## src/hdl/lms_pkg.sv

```systemverilog
// ----------------------------------------------------------------------------
// lms_pkg
// Shared types and constants for the display line and mode sequencer.
// ----------------------------------------------------------------------------
package lms_pkg;

  // Line timing.
  localparam int unsigned DOTS_PER_LINE = 456;
  localparam int unsigned VISIBLE_LINES = 144;
  localparam int unsigned LAST_LINE     = 153;
  localparam int unsigned OAM_END_DOT   = 80;
  localparam int unsigned XFER_END_DOT  = 248;

  localparam int unsigned DotW = $clog2(DOTS_PER_LINE);
  localparam int unsigned SumW = DotW + 1;

  // Commands carried by an input beat.
  typedef enum logic [1:0] {
    CMD_ADVANCE = 2'd0,
    CMD_CONTROL = 2'd1,
    CMD_STATUS  = 2'd2,
    CMD_COMPARE = 2'd3
  } cmd_e;

  // Display modes as they appear in status bits 1:0.
  localparam logic [1:0] MODE_HBLANK = 2'd0;
  localparam logic [1:0] MODE_VBLANK = 2'd1;
  localparam logic [1:0] MODE_OAM    = 2'd2;
  localparam logic [1:0] MODE_XFER   = 2'd3;

  // Bit positions inside status_upper (status bits 7..2).
  localparam int unsigned SU_COINC    = 0;
  localparam int unsigned SU_HBL_IE   = 1;
  localparam int unsigned SU_VBL_IE   = 2;
  localparam int unsigned SU_OAM_IE   = 3;
  localparam int unsigned SU_COINC_IE = 4;
  localparam int unsigned SU_STICKY   = 5;

  localparam int unsigned CTRL_ENABLE = 7;

  // Reset values.
  localparam logic [DotW-1:0] DOT_RESET  = DotW'(248);
  localparam logic [1:0]      MODE_RESET = MODE_VBLANK;
  localparam logic [5:0]      SU_RESET   = 6'h21;
  localparam logic [7:0]      CTRL_RESET = 8'h91;

  typedef struct packed {
    logic [DotW-1:0] dot;
    logic [7:0]      line;
    logic [1:0]      mode;
    logic [5:0]      su;
    logic [7:0]      ctrl;
    logic [7:0]      cmp;
  } lms_state_t;

  typedef struct packed {
    logic vblank;
    logic stat;
    logic hblank;
  } lms_pulse_t;

endpackage

```

## src/hdl/lms_step.sv

```systemverilog
// ----------------------------------------------------------------------------
// lms_step
// Next-state and pulse logic for one command beat.
// ----------------------------------------------------------------------------
module lms_step (
  input  logic [1:0]          command_i,
  input  logic [7:0]          data_i,
  input  logic [7:0]          cycle_count_i,
  input  lms_pkg::lms_state_t cur_i,
  output lms_pkg::lms_state_t nxt_o,
  output lms_pkg::lms_pulse_t pulse_o
);
  import lms_pkg::*;

  logic [SumW-1:0] dot_sum;
  logic            wrap;
  logic [DotW-1:0] dot_new;
  logic [1:0]      mode_v;
  logic [1:0]      target;
  logic [7:0]      line_v;
  logic            line_changed;
  logic            mode_changed;

  // Dot counter modulo the line length: one conditional subtract.
  assign dot_sum = {1'b0, cur_i.dot} + {{(SumW - 8){1'b0}}, cycle_count_i};
  assign wrap    = dot_sum >= SumW'(DOTS_PER_LINE);
  assign dot_new = wrap ? DotW'(dot_sum - SumW'(DOTS_PER_LINE)) : dot_sum[DotW-1:0];

  always_comb begin
    if (dot_new < DotW'(OAM_END_DOT)) begin
      target = MODE_OAM;
    end else if (dot_new < DotW'(XFER_END_DOT)) begin
      target = MODE_XFER;
    end else begin
      target = MODE_HBLANK;
    end
  end

  always_comb begin
    nxt_o        = cur_i;
    pulse_o      = '0;
    mode_v       = cur_i.mode;
    line_v       = cur_i.line;
    line_changed = 1'b0;
    mode_changed = 1'b0;
    unique case (cmd_e'(command_i))
      CMD_CONTROL: begin
        nxt_o.ctrl = data_i;
        if (!data_i[CTRL_ENABLE]) begin
          nxt_o.mode = MODE_HBLANK;
          nxt_o.line = '0;
          nxt_o.dot  = '0;
        end
      end
      CMD_STATUS: begin
        nxt_o.su = {cur_i.su[SU_STICKY] | data_i[7], data_i[6:2]};
      end
      CMD_COMPARE: begin
        nxt_o.cmp = data_i;
        if (cur_i.line == data_i) begin
          nxt_o.su[SU_COINC] = 1'b1;
          pulse_o.stat       = cur_i.su[SU_COINC_IE];
        end
      end
      CMD_ADVANCE: begin
        if (cur_i.ctrl[CTRL_ENABLE]) begin
          nxt_o.dot = dot_new;
          // Line wrap; a wrap on line 0 in mode 1 only leaves mode 1.
          if (wrap) begin
            if (cur_i.line != 8'd0 || cur_i.mode != MODE_VBLANK) begin
              line_v       = cur_i.line + 8'd1;
              line_changed = 1'b1;
            end else begin
              mode_v = MODE_OAM;
            end
          end
          if (line_v < 8'(VISIBLE_LINES) && mode_v != MODE_VBLANK) begin
            if (mode_v != target) begin
              mode_v       = target;
              mode_changed = 1'b1;
            end
          end
          if (mode_changed && line_v < 8'(VISIBLE_LINES)) begin
            if (mode_v == MODE_HBLANK) begin
              pulse_o.hblank = 1'b1;
              if (cur_i.su[SU_HBL_IE]) pulse_o.stat = 1'b1;
            end
            if (mode_v == MODE_OAM && cur_i.su[SU_OAM_IE]) pulse_o.stat = 1'b1;
          end
          if (line_changed && line_v == 8'(VISIBLE_LINES)) begin
            mode_v         = MODE_VBLANK;
            pulse_o.vblank = 1'b1;
            if (cur_i.su[SU_VBL_IE]) pulse_o.stat = 1'b1;
          end else if (line_v == 8'(LAST_LINE)) begin
            if (line_v == cur_i.cmp && cur_i.su[SU_COINC_IE]) pulse_o.stat = 1'b1;
            line_v = '0;
          end
          // Coincidence on a line change; line 0 counts only in mode 1.
          if (line_changed && line_v == cur_i.cmp) begin
            if (line_v != 8'd0 || mode_v == MODE_VBLANK) begin
              nxt_o.su[SU_COINC] = 1'b1;
              if (cur_i.su[SU_COINC_IE]) pulse_o.stat = 1'b1;
            end
          end else begin
            nxt_o.su[SU_COINC] = 1'b0;
          end
          nxt_o.line = line_v;
          nxt_o.mode = mode_v;
        end
      end
      default: begin
        nxt_o = cur_i;
      end
    endcase
  end

endmodule

```

## src/hdl/lcd_line_mode_sequencer_top.sv

```systemverilog
// ----------------------------------------------------------------------------
// lcd_line_mode_sequencer_top
// Display line and mode sequencer with valid/ready input and result channels.
// ----------------------------------------------------------------------------
// A result beat passes through the input register and then the result register;
// it waits in the input register while the result register is full. Throughput:
// one beat per cycle while the result channel is not stalled; the dot, line and
// mode registers are updated in the same cycle the result register is loaded.
// Reset: asynchronous, active low; dots 248, line 0, mode 1, status 0x85,
// control 0x91, compare 0; both pipeline registers come up empty.
// ----------------------------------------------------------------------------
module lcd_line_mode_sequencer_top (
  input  logic       clk_i,
  input  logic       rst_ni,
  input  logic       in_valid_i,
  output logic       in_ready_o,
  input  logic [1:0] command_i,
  input  logic [7:0] data_i,
  input  logic [7:0] cycle_count_i,
  output logic       out_valid_o,
  input  logic       out_ready_i,
  output logic [7:0] line_o,
  output logic [7:0] status_byte_o,
  output logic [7:0] control_byte_o,
  output logic       vblank_request_o,
  output logic       stat_request_o,
  output logic       hblank_start_o
);
  import lms_pkg::*;

  // Input register stage. It is free when empty or when its beat moves on.
  logic       in_v_q;
  logic [1:0] cmd_q;
  logic [7:0] data_q;
  logic [7:0] cyc_q;

  // Architectural state of the sequencer.
  lms_state_t st_q;
  lms_state_t st_d;
  lms_pulse_t pulse;

  // Result register stage.
  logic       out_v_q;
  logic [7:0] line_q;
  logic [7:0] status_q;
  logic [7:0] ctrl_q;
  lms_pulse_t pulse_q;

  logic res_ready;
  logic fire;

  // The result register can load when it is empty or is being drained, so a
  // waiting result blocks the input side only while out_ready_i is low.
  assign res_ready  = !out_v_q || out_ready_i;
  assign fire       = in_v_q && res_ready;
  assign in_ready_o = !in_v_q || res_ready;

  lms_step u_step (
    .command_i     (cmd_q),
    .data_i        (data_q),
    .cycle_count_i (cyc_q),
    .cur_i         (st_q),
    .nxt_o         (st_d),
    .pulse_o       (pulse)
  );

  always_ff @(posedge clk_i or negedge rst_ni) begin
    if (!rst_ni) begin
      in_v_q <= 1'b0;
    end else if (in_ready_o) begin
      in_v_q <= in_valid_i;
    end
  end

  always_ff @(posedge clk_i) begin
    if (in_ready_o && in_valid_i) begin
      cmd_q  <= command_i;
      data_q <= data_i;
      cyc_q  <= cycle_count_i;
    end
  end

  // State is committed exactly when a beat leaves the input register.
  always_ff @(posedge clk_i or negedge rst_ni) begin
    if (!rst_ni) begin
      st_q.dot  <= DOT_RESET;
      st_q.line <= '0;
      st_q.mode <= MODE_RESET;
      st_q.su   <= SU_RESET;
      st_q.ctrl <= CTRL_RESET;
      st_q.cmp  <= '0;
    end else if (fire) begin
      st_q <= st_d;
    end
  end

  always_ff @(posedge clk_i or negedge rst_ni) begin
    if (!rst_ni) begin
      out_v_q <= 1'b0;
    end else if (fire) begin
      out_v_q <= 1'b1;
    end else if (out_ready_i) begin
      out_v_q <= 1'b0;
    end
  end

  always_ff @(posedge clk_i) begin
    if (fire) begin
      line_q   <= st_d.line;
      status_q <= {st_d.su, st_d.mode};
      ctrl_q   <= st_d.ctrl;
      pulse_q  <= pulse;
    end
  end

  assign out_valid_o      = out_v_q;
  assign line_o           = line_q;
  assign status_byte_o    = status_q;
  assign control_byte_o   = ctrl_q;
  assign vblank_request_o = pulse_q.vblank;
  assign stat_request_o   = pulse_q.stat;
  assign hblank_start_o   = pulse_q.hblank;

endmodule
```

## config.mk

```make
export PLATFORM = sky130hd
export DESIGN_NAME = lcd_line_mode_sequencer_top
export DESIGN_NICKNAME = d
export VERILOG_FILES = /design/src/hdl/lms_pkg.sv /design/src/hdl/lms_step.sv /design/src/hdl/lcd_line_mode_sequencer_top.sv
export SDC_FILE = /design/constraint.sdc
export NUM_CORES = 1
export LEC_CHECK = 0
export ABC_AREA = 1
export BUFFER_PORTS_ARGS = -buffer_cell sky130_fd_sc_hd__clkbuf_2
export CAP_MARGIN = 20
export CORE_MARGIN = 1.5
export CORE_UTILIZATION = 60
export DETAILED_ROUTE_END_ITERATION = 7
export PLACE_DENSITY = 0.81
export SKIP_CTS_REPAIR_TIMING = 1
export SYNTH_ARGS = -nofsm -noshare
export SYNTH_HDL_FRONTEND = slang
export SYNTH_SLANG_ARGS = --single-unit
```

## constraint.sdc

```tcl
create_clock -name clk_i -period 8.77 [get_ports clk_i]
set_clock_uncertainty 0.15 [all_clocks]
set_input_delay 1.754 -clock clk_i [delete_from_list [all_inputs] [get_ports clk_i]]
set_output_delay 1.754 -clock clk_i [all_outputs]
set_load 0.03 [all_outputs]
```

==> run_results.csv, run 1 <==
group,metric,value,unit
status,status,"completed",
flow_run,maxCapViolCount,0,
timing,hold_viol,0,
place,hpwl,9080,um
final_layout,multiInputGateArea,0.00224,mm2
logic_synthesis,synth_top_area_cell,"edfxtp_1",
clock_network,cts_buffer_depth,2,
final_layout,seqCellArea,0.00244,mm2
grt,grt_pass1_wl,20400,um
routing,drc,0,
clock_network,htreeDepth,3,
floorplanning,rows,33,
place,gp_routability_congestion,1.00,
logic_synthesis,synth_compound_area_frac,0.116,
routing,routedWlPerCell,16.3,um
logic_synthesis,synth_top_family_by_area,"simple AND/OR/NAND/NOR gates",
critical_path,cp_data_required_time,8.71,ns
floorplanning,start_util,0.616,
clock_network,clock_latency,0.36,ns
grt,antenna_found_initial,0,
logic_synthesis,synthSimpleGateAreaFrac,0.252,
routing,drt_iter0_drc,353,
final_layout,areaGrowthSynthToFinish,10.9,%
logic_synthesis,synthAdderAreaFrac,0.0437,
place,port_buffers,50,
logic_synthesis,synth_fp_nets,641,
logic_synthesis,synth.area.top_cells,"edfxtp_1 27%, dfrtp_1 16%, nand2_1 13%",
floorplanning,design.core.area,0.00818,mm2
timing,rsz0062_at_grt,"no",
logic_synthesis,synth_cell_types,45,
critical_path,startpoint_type,"flop",
grt,grt.overflow.total,0,
timing,drv_slew,0,
logic_synthesis,synth-seq-area-share,0.484,
critical_path,crit_fanout,21,
clock_network,cts.reportedPaths.clkPinSlew,0.09,ns
logic_synthesis,ys_warn_count,0,
power,p_per_area,293,mW/mm2
routing,drtAntennaViolNets,0,
timing,finalSetupTns,0,ns
routing,firstDrtPassIters,5,
final_layout,final_net_count,688,
critical_path,startpoint,"st_q[36]",
final_layout,fillers,685,
floorplanning,die-area,0.00896,mm2
critical_path,end_kind,"flop",
clock_network,clock_sinks,88,
worst_hold_path,holdPathStages,2,
critical_path,cp.arrival,4.25,ns
power,leakage,2.64,nW
logic_synthesis,synthXorXnorAreaFrac,0.0243,
routing,routed_wl,12400,um
worst_hold_path,hp-class,"reg2reg",
timing,period_minus_slack,4.31,ns
floorplanning,ioPinCount,51,
critical_path,r2r-start,"st_q[36]",
logic_synthesis,syn_area,0.00504,mm2
clock_network,cts_tree,"done",
worst_hold_path,hp-start,"st_q[16]",
critical_path,critPathKind,"reg2reg",
critical_path,ff2ff_path_depth,21,
grt,grt_pass1_vias,4207,
timing,tightestPinTransition,0.984,ns
floorplanning,fp.dieW,94.6,um
timing,setup_viol,0,
timing,fmax,232,MHz
logic_synthesis,syn_inst,602,
grt,grt_use_total,0.301,
power,total_power,1.64,mW
timing,period_share,0.491,
grt,grt_max_degree,58,
logic_synthesis,synthMuxAreaShare,0.00894,
logic_synthesis,synth_top_area_frac,0.268,
routing,vias,4418,
clock_network,clk_root_buffer_cell,"clkbuf_8",
logic_synthesis,avgSynthCellArea,8.37,um2
floorplanning,die_h,94.6,um
final_layout,layout-drive-gt1-share,0.176,
logic_synthesis,ys_seq_elements,88,
clock_network,cts_inserted_buffers,9,
final_layout,antenna_cells,0,
power,ir_drop,0.000201,V
routing,routed_via_density,5.82,
timing,slew_headroom,0.343,
synth_stat cells:
cell,n
a2111oi_0,2
a21boi_1,1
a21o_1,1
a21oi_1,11
a21oi_2,2
a221oi_1,1
a22oi_1,4
a41oi_1,1
and2_1,1
buf_2,1
buf_4,1
buf_6,1
clkbuf_1,12
clkinv_1,3
dfrtp_1,32
dfstp_2,11
edfxtp_1,45
fa_1,1
ha_1,16
inv_1,69
inv_2,4
mux2_2,4
nand2_1,176
nand2_2,12
nand2_4,1
nand3_1,40
nand3_2,4
nand3b_1,2
nand4_1,8
nor2_1,34
nor2_2,1
nor2_4,2
nor3_1,2
nor3b_1,2
nor4_1,3
o2111ai_1,1
o211ai_1,1
o21a_1,1
o21ai_0,54
o21ai_2,2
o21ai_4,2
o22ai_1,14
or2_2,2
xnor2_1,2
xor2_1,12
kinds of logic (layout without fill, tap and decap cells):
group	after synthesis	in the layout
flip-flops	88	88
XOR/XNOR	14	14
adder cells (fa/ha/maj)	17	17
buffers and inverters	91	143
AND/OR/NAND/NOR	290	290
AO/OA/AOI/OAI	98	98
multiplexers	4	4
layer usage:
metal | share of wire | up-vias | track usage
li1 | - | 2096 | -
met1 | 0.43 | 2096 | 0.425
met2 | 0.47 | 193 | 0.466
met3 | 0.074 | 33 | 0.0564
met4 | 0.025 | 0 | 0.102
met5 | 0 | - | 0
worst max-delay path, cell delays in order (launching register included):
cell and delay, ns:
dfstp_2 0.54, ha_1 0.26, nand2_1 0.09, nand2_1 0.08, inv_1 0.11, nand3_2 0.10
a41oi_1 0.73, nand2_2 0.50, nand2_1 0.18, nand2_1 0.18, nor2_1 0.23, nor2_1 0.06
nor2_1 0.15, nand2_1 0.11, nand2_1 0.07, nand2_1 0.07, nand2_1 0.10, nand2_1 0.08
nand2_1 0.06, nand2_1 0.05, nand2_1 0.08, a21boi_1 0.06
path summary, 6_finish.rpt:
kind,to,slack (ns)
max,status_byte_o[2],4.46
min,st_q[16],0.35
max reg2reg,status_byte_o[2],4.46
min reg2reg,st_q[16],0.35
max in group asynchronous,st_q[37],6.75
min in group asynchronous,st_q[4],1.30
cells in the final DEF, fill, tap and decap left out, types with 2 or more instances in the layout:
cell	synthesis	final
a2111oi_0	2	2
a21oi_1	11	11
a21oi_2	2	2
a22oi_1	4	4
clkbuf_2	0	50
clkbuf_8	0	10
clkinv_1	3	3
dfrtp_1	32	32
dfstp_2	11	11
edfxtp_1	45	45
ha_1	16	16
inv_1	69	68
inv_2	4	5
inv_6	0	2
mux2_2	4	4
nand2_1	176	176
nand2_2	12	12
nand3_1	40	40
nand3_2	4	4
nand3b_1	2	2
nand4_1	8	8
nor2_1	34	34
nor2_4	2	2
nor3_1	2	2
nor3b_1	2	2
nor4_1	3	3
o21ai_0	54	54
o21ai_2	2	2
o21ai_4	2	2
o22ai_1	14	14
or2_2	2	2
xnor2_1	2	2
xor2_1	12	12
final cells by class:
| class | count | area share |
|---|---|---|
| clock buffers | 11 | 0.0291 |
| clock inverters | 5 | 0.0121 |
| inverters | 76 | 0.0510 |
| multi-input cells | 423 | 0.401 |
| flip-flops and latches | 88 | 0.437 |
| well taps | 105 | 0.0235 |
| repair buffers | 51 | 0.0461 |
metrics by stage:
stage / cells / instance area (um2) / hold slack, ns / utilization / setup WS [ns]
2_1_floorplan: 602 / 5040 / 0.310 / - / 4.79
3_3_place_gp: 743 / 5360 / 0.329 / 0.655 / 4.30
3_5_place_dp: 743 / 5360 / 0.335 / 0.655 / 4.14
4_1_cts: 759 / 5590 / 0.350 / 0.684 / 4.49
5_1_grt: 759 / 5590 / 0.374 / 0.684 / 4.04
6_report: 759 / 5590 / 0.350 / 0.684 / 4.46
flip-flops by register name (all words and copies together), names as in the netlist:
signal / flops
st_q: 41
control_byte_o: 8
cyc_q: 8
data_q: 8
line_o: 8
status_byte_o: 8
cmd_q: 2
hblank_start_o: 1
in_v_q: 1
out_valid_o: 1
stat_request_o: 1
vblank_request_o: 1
power breakdown:
group | internal, mW | switching, mW
clock | 0.162 | 0.159
combinational | 0.211 | 0.466
sequential | 0.560 | 0.0802
total | 0.932 | 0.705
Note: power is estimated with default switching activity, not from simulation.
==> inputs of run 2 (changes only) <==
--- a/config.mk
+++ b/config.mk
@@ -9,9 +9,9 @@
 export BUFFER_PORTS_ARGS = -buffer_cell sky130_fd_sc_hd__clkbuf_2
 export CAP_MARGIN = 20
 export CORE_MARGIN = 1.5
-export CORE_UTILIZATION = 60
+export CORE_UTILIZATION = 54
 export DETAILED_ROUTE_END_ITERATION = 7
-export PLACE_DENSITY = 0.81
+export PLACE_DENSITY = 0.77
 export SKIP_CTS_REPAIR_TIMING = 1
 export SYNTH_ARGS = -nofsm -noshare
 export SYNTH_HDL_FRONTEND = slang
==> constraint.sdc (replaced) <==
create_clock -name clk_i -period 3.8 [get_ports clk_i]
set_clock_uncertainty 0.15 [all_clocks]
set_input_delay 0.76 -clock clk_i [delete_from_list [all_inputs] [get_ports clk_i]]
set_output_delay 0.76 -clock clk_i [all_outputs]
set_load 0.03 [all_outputs]
==> run 2 against run 1 <==
Net effect: fmax increased by 21%; count of clock-buffer cells in the layout unchanged; sequential power increased by 130%; largest cell class unchanged; hold slack got worse by 0.0015 ns; critical path type unchanged; combinational power increased to 2.6 times the previous value; clock power increased by 140%.
==> run_results.csv, run 2 (synthesized netlist as in run 1, its figures left out) <==
group,metric,value,unit
status,status,"completed",
routing,routed_via_density,5.68,
critical_path,regToRegSetupSlack,0.24,ns
clock_network,clock_latency,0.36,ns
floorplanning,rows,35,
routing,routed_wl,13000,um
final_layout,fillers,760,
power,power.switching,1.67,mW
routing,drt_iter0_drc,309,
power,intPower,2.31,mW
clock_network,clk_root_buffer_cell,"clkbuf_8",
timing,tightestPinTransition,0.894,ns
grt,grt_use_total,0.266,
final_layout,final_common_cell,"nand2_1",
critical_path,startpoint_type,"flop",
critical_path,cp_data_required_time,3.74,ns
grt,grt_pass1_vias,4131,
routing,wl_met2,6030,um
final_layout,fin_cells,785,
floorplanning,die-area,0.00992,mm2
final_layout,final_net_count,708,
routing,dr_wl_met3,958,um
grt,grt_pass1_wl,20300,um
clock_network,cts_buffer_depth,2,
timing,period_share,0.937,
place,port_buffers,50,
power,total_power,3.98,mW
floorplanning,die_h,99.6,um
grt,grt.overflow.total,0,
timing,fmax,281,MHz
clock_network,cts.reportedPaths.clkPinSlew,0.10,ns
routing,drt-met1-wl,5740,um
floorplanning,design.core.area,0.00915,mm2
critical_path,end_kind,"flop",
routing,vias,4456,
final_layout,layout_common_cells,"158 x nand2_1, 67 x inv_1, 53 x o21ai_0",
final_layout,antenna_cells,0,
critical_path,crit_fanout,7,
final_layout,largest_reg_flops,41,
critical_path,cp.arrival,3.50,ns
clock_network,clock_sinks,88,
final_layout,areaGrowthSynthToFinish,18.8,%
final_layout,regMostFlops,"st_q",
power,p_per_area,666,mW/mm2
place,hpwl,9350,um
timing,setup_viol,0,
timing,hold_viol,0,
power,p_sw_frac,0.420,
routing,firstDrtPassIters,6,
floorplanning,ioPinCount,51,
final_layout,layout-drive-gt1-share,0.248,
timing,slew_headroom,0.389,
place,gp_routability_congestion,0.987,
final_layout,postLayoutCellArea,0.00598,mm2
power,combPwrFrac,0.434,
clock_network,cts_tree,"done",
routing,highest_layer,"met4",
power,leakage,2.77,nW
routing,drc,0,
routing,routedWlPerCell,16.6,um
flow_run,maxCapViolCount,0,
floorplanning,start_util,0.551,
power,seq_power_share,0.370,
power,ir_drop,0.000512,V
clock_network,htreeDepth,3,
routing,drtAntennaViolNets,0,
timing,drv_slew,0,
grt,antenna_found_initial,0,
floorplanning,fp.dieW,99.6,um
clock_network,cts_inserted_buffers,9,
timing,period_minus_slack,3.56,ns
power,clkPwrFrac,0.195,
place,place_area,0.00544,mm2
grt,grt_max_degree,45,
worst_hold_path,hp-class,"in2async",
critical_path,critPathKind,"reg2reg",
timing,hold_ws,0.349,ns
place,placed_cells,757,
[run 2: worst paths after layout]
| check | start | end | cells past startpoint |
|---|---|---|---|
| worst max-delay path | cyc_q[0] | status_byte_o[2] | 23 |
| worst min-delay path | rst_ni | st_q[7] | 1 |
| worst max register to register | cyc_q[0] | status_byte_o[2] | 23 |
| worst min register to register | st_q[12] | st_q[12] | 2 |
| max in group asynchronous | rst_ni | st_q[38] | 2 |
| min in group clk_i | st_q[12] | st_q[12] | 2 |
[run 2: layout make-up]
class	count	area (um2)	share of cell area
sequential	88	2440	0.408
multi-input combinational	423	2440	0.407
timing repair buffer	71	442	0.0738
inverter	76	288	0.0481
clock buffer	11	153	0.0255
tap	111	139	0.0232
clock inverter	5	86.3	0.0144
[run 2: metal layers]
metal / vias up / track usage
met5: - / 0
met4: 0 / 0.0856
met3: 28 / 0.0583
met2: 206 / 0.421
met1: 2087 / 0.367
li1: 2135 / -
[run 2: worst max-delay path: stages (launching register included)]
cell and delay [ns]:
edfxtp_1 0.43, ha_4 0.19, fa_2 0.39, nand2_2 0.09
nand3_4 0.09, nand3_4 0.11, nand3_1 0.13, nand2_4 0.11
nor2_4 0.04, nand3_4 0.08, nand2_4 0.09, clkbuf_16 0.19
o21ai_4 0.21, nand2_2 0.11, nor2_4 0.15, nand2_4 0.12
nand2_4 0.08, nand3_1 0.08, nor2_1 0.10, nand2_1 0.08
nand2_1 0.06, nand2_1 0.05, nand2_1 0.09, a21boi_1 0.07
[run 2: power by group through the flow]
stage          combinational (mW)  sequential, mW  clock, mW
2_1_floorplan                1.02            1.57          0
3_3_place_gp                 1.49            1.48          0
3_5_place_dp                 1.53            1.48          0
4_1_cts                      1.53            1.47      0.792
5_1_grt                      1.92            1.50      0.820
6_report                     1.73            1.47      0.779
[run 2: stage by stage]
step           utilization  setup slack [ns]  setup TNS [ns]
6_report             0.654             0.240               0
3_5_place_dp         0.594             0.107               0
5_1_grt              0.654           -0.0633          -0.143
4_1_cts              0.620            0.0902               0
2_1_floorplan            -             0.560               0
3_3_place_gp         0.594             0.210               0
==> inputs of run 3 (changes only) <==
--- a/config.mk
+++ b/config.mk
@@ -10,6 +10,7 @@
 export CAP_MARGIN = 20
 export CORE_MARGIN = 1.5
 export CORE_UTILIZATION = 54
+export CTS_BUF_LIST = sky130_fd_sc_hd__clkbuf_4 sky130_fd_sc_hd__clkbuf_8 sky130_fd_sc_hd__clkbuf_16
 export DETAILED_ROUTE_END_ITERATION = 7
 export PLACE_DENSITY = 0.77
 export SKIP_CTS_REPAIR_TIMING = 1
==> run 3 against run 2 <==
Net effect: first-iteration DRC count increased by 0.32%; hold slack got worse by 0.020 ns; design area up 0.98%; clock power up 2%; setup slack worse by 0.054 ns; cell count grew 0.76%; routed wire length increased by 1.5%; count of clock-buffer cells in the layout unchanged.
==> run_results.csv, run 3 (synthesized netlist as in run 1, its figures left out) <==
group,metric,value,unit
place,placed_cells,757,
timing,slew_headroom,0.405,
final_layout,antenna_cells,0,
timing,hold_viol,0,
routing,vias,4462,
routing,drc,0,
final_layout,fin_util,0.660,
routing,firstDrtPassIters,7,
critical_path,critPathKind,"reg2reg",
power,p_per_area,672,mW/mm2
final_layout,layout_common_cells,"155 x nand2_1, 67 x inv_1, 53 x o21ai_0",
power,clkPwrFrac,0.195,
floorplanning,design.core.area,0.00915,mm2
grt,grt_use_total,0.268,
power,intPower,2.35,mW
power,p_sw_frac,0.421,
timing,period_share,0.951,
place,port_buffers,50,
timing,setup_viol,0,
critical_path,path_cells,"ha_4 > fa_2 > nand2_2 > nand3_4 > nand3b_1 > nand2_1 > nor2_2 > nand2_2 > nand3_4 > nand2_4 > buf_12 > nand2_1 > nand2_2 > buf_4 > or2_2 > nand2_1 > inv_1 > a21oi_1 > nor2_1 > nand2_1 > buf_4 > nand2_1 > nand2_2 > a21boi_1",
final_layout,areaGrowthSynthToFinish,19.9,%
floorplanning,die-area,0.00992,mm2
grt,grt_max_degree,45,
critical_path,cpPeakStageDelay,0.43,ns
routing,routed_wl,13200,um
timing,drv_slew,0,
critical_path,cp.arrival,3.56,ns
clock_network,clock_sinks,88,
final_layout,final_common_cell,"nand2_1",
place,hpwl,9350,um
critical_path,end_kind,"flop",
clock_network,cts_inserted_buffers,9,
routing,routedWlPerCell,16.7,um
critical_path,startpoint_type,"flop",
power,seq_power_share,0.362,
clock_network,clk_root_buffer_cell,"clkbuf_8",
clock_network,clock_latency,0.37,ns
floorplanning,die_h,99.6,um
critical_path,slowest_stage,"dfrtp_1",
final_layout,regMostFlops,"st_q",
grt,grt_pass1_vias,4151,
timing,tightestPinTransition,0.870,ns
floorplanning,start_util,0.551,
status,status,"completed",
floorplanning,rows,35,
clock_network,cts.reportedPaths.clkPinSlew,0.10,ns
final_layout,fin_cells,791,
grt,grt.overflow.total,0,
critical_path,cp_data_required_time,3.75,ns
clock_network,cts_buffer_depth,2,
place,place_area,0.00544,mm2
grt,antenna_found_initial,0,
flow_run,maxCapViolCount,0,
routing,routed_via_density,5.64,
critical_path,crit_fanout,8,
grt,grt_pass1_wl,20400,um
final_layout,largest_reg_flops,41,
timing,fmax,277,MHz
worst_hold_path,hp-class,"in2async",
timing,period_minus_slack,3.61,ns
power,combPwrFrac,0.442,
power,power.switching,1.71,mW
routing,drt_iter0_drc,310,
final_layout,final_net_count,714,
critical_path,cpMostUsedCell,"nand2_1",
clock_network,cts_tree,"done",
final_layout,postLayoutCellArea,0.00604,mm2
routing,drtAntennaViolNets,0,
floorplanning,fp.dieW,99.6,um
place,gp_routability_congestion,0.987,
power,leakage,2.81,nW
floorplanning,ioPinCount,51,
power,ir_drop,0.000492,V
clock_network,htreeDepth,3,
final_layout,layout-drive-gt1-share,0.260,
## run 3: cell types whose count changed in the layout (fill, tap and decap cells not counted), sizes merged
cell / change
buf: +6
## run 3: path summary, 6_finish.rpt
kind	startpoint	to	slack, ns	cells past startpoint
max	st_q[32]	status_byte_o[2]	0.19	24
min	rst_ni	st_q[18]	0.33	1
max reg2reg	st_q[32]	status_byte_o[2]	0.19	24
min reg2reg	st_q[35]	st_q[35]	0.35	2
max in group asynchronous	rst_ni	st_q[38]	2.42	2
min in group clk_i	st_q[35]	st_q[35]	0.35	2
## run 3: critical path: cells and delay by family, from the launching register on
family / cells / cell delay [ns]
buffers and inverters: 4 / 0.48
AOI/OAI and AO/OA: 2 / 0.18
adders and majority gates: 2 / 0.57
DFF: 1 / 0.43
and+or+nand+nor: 16 / 1.53
## run 3: area by class of cell
type	instances	area, um2
fillers	753	3110
repair buffers	77	487
well taps	111	139
clock buffers	11	156
flip-flops and latches	88	2440
inverters	76	285
multi-input cells	423	2450
clock inverters	5	86.3
## run 3: power groups by stage
stage / combinational [mW] / sequential [mW] / clock (mW)
final: 1.80 / 1.47 / 0.794
after global routing: 1.98 / 1.50 / 0.829
after CTS: 1.53 / 1.47 / 0.801
after detailed placement: 1.53 / 1.48 / 0
after global placement: 1.49 / 1.48 / 0
after floorplan: 1.02 / 1.57 / 0
## run 3: stage by stage
stage	hold WS [ns]	power, mW	setup WS, ns	setup TNS, ns
after detailed placement	0.340	3.01	0.107	0
after global routing	0.374	4.31	-0.0635	-0.144
after floorplan	0.310	2.59	0.560	0
after global placement	0.327	2.98	0.210	0
after CTS	0.354	3.80	0.0841	0
final	0.329	4.06	0.187	0
## run 3: metal layers
metal  wire length (um)  track usage  up-vias  part of all wire
li1                   -            -     2143                 -
met1               5800        0.370     2099              0.44
met2               6180        0.419      185              0.47
met3                894       0.0583       35             0.068
met4                356       0.0975        0             0.027
met5                  0            0        -                 0
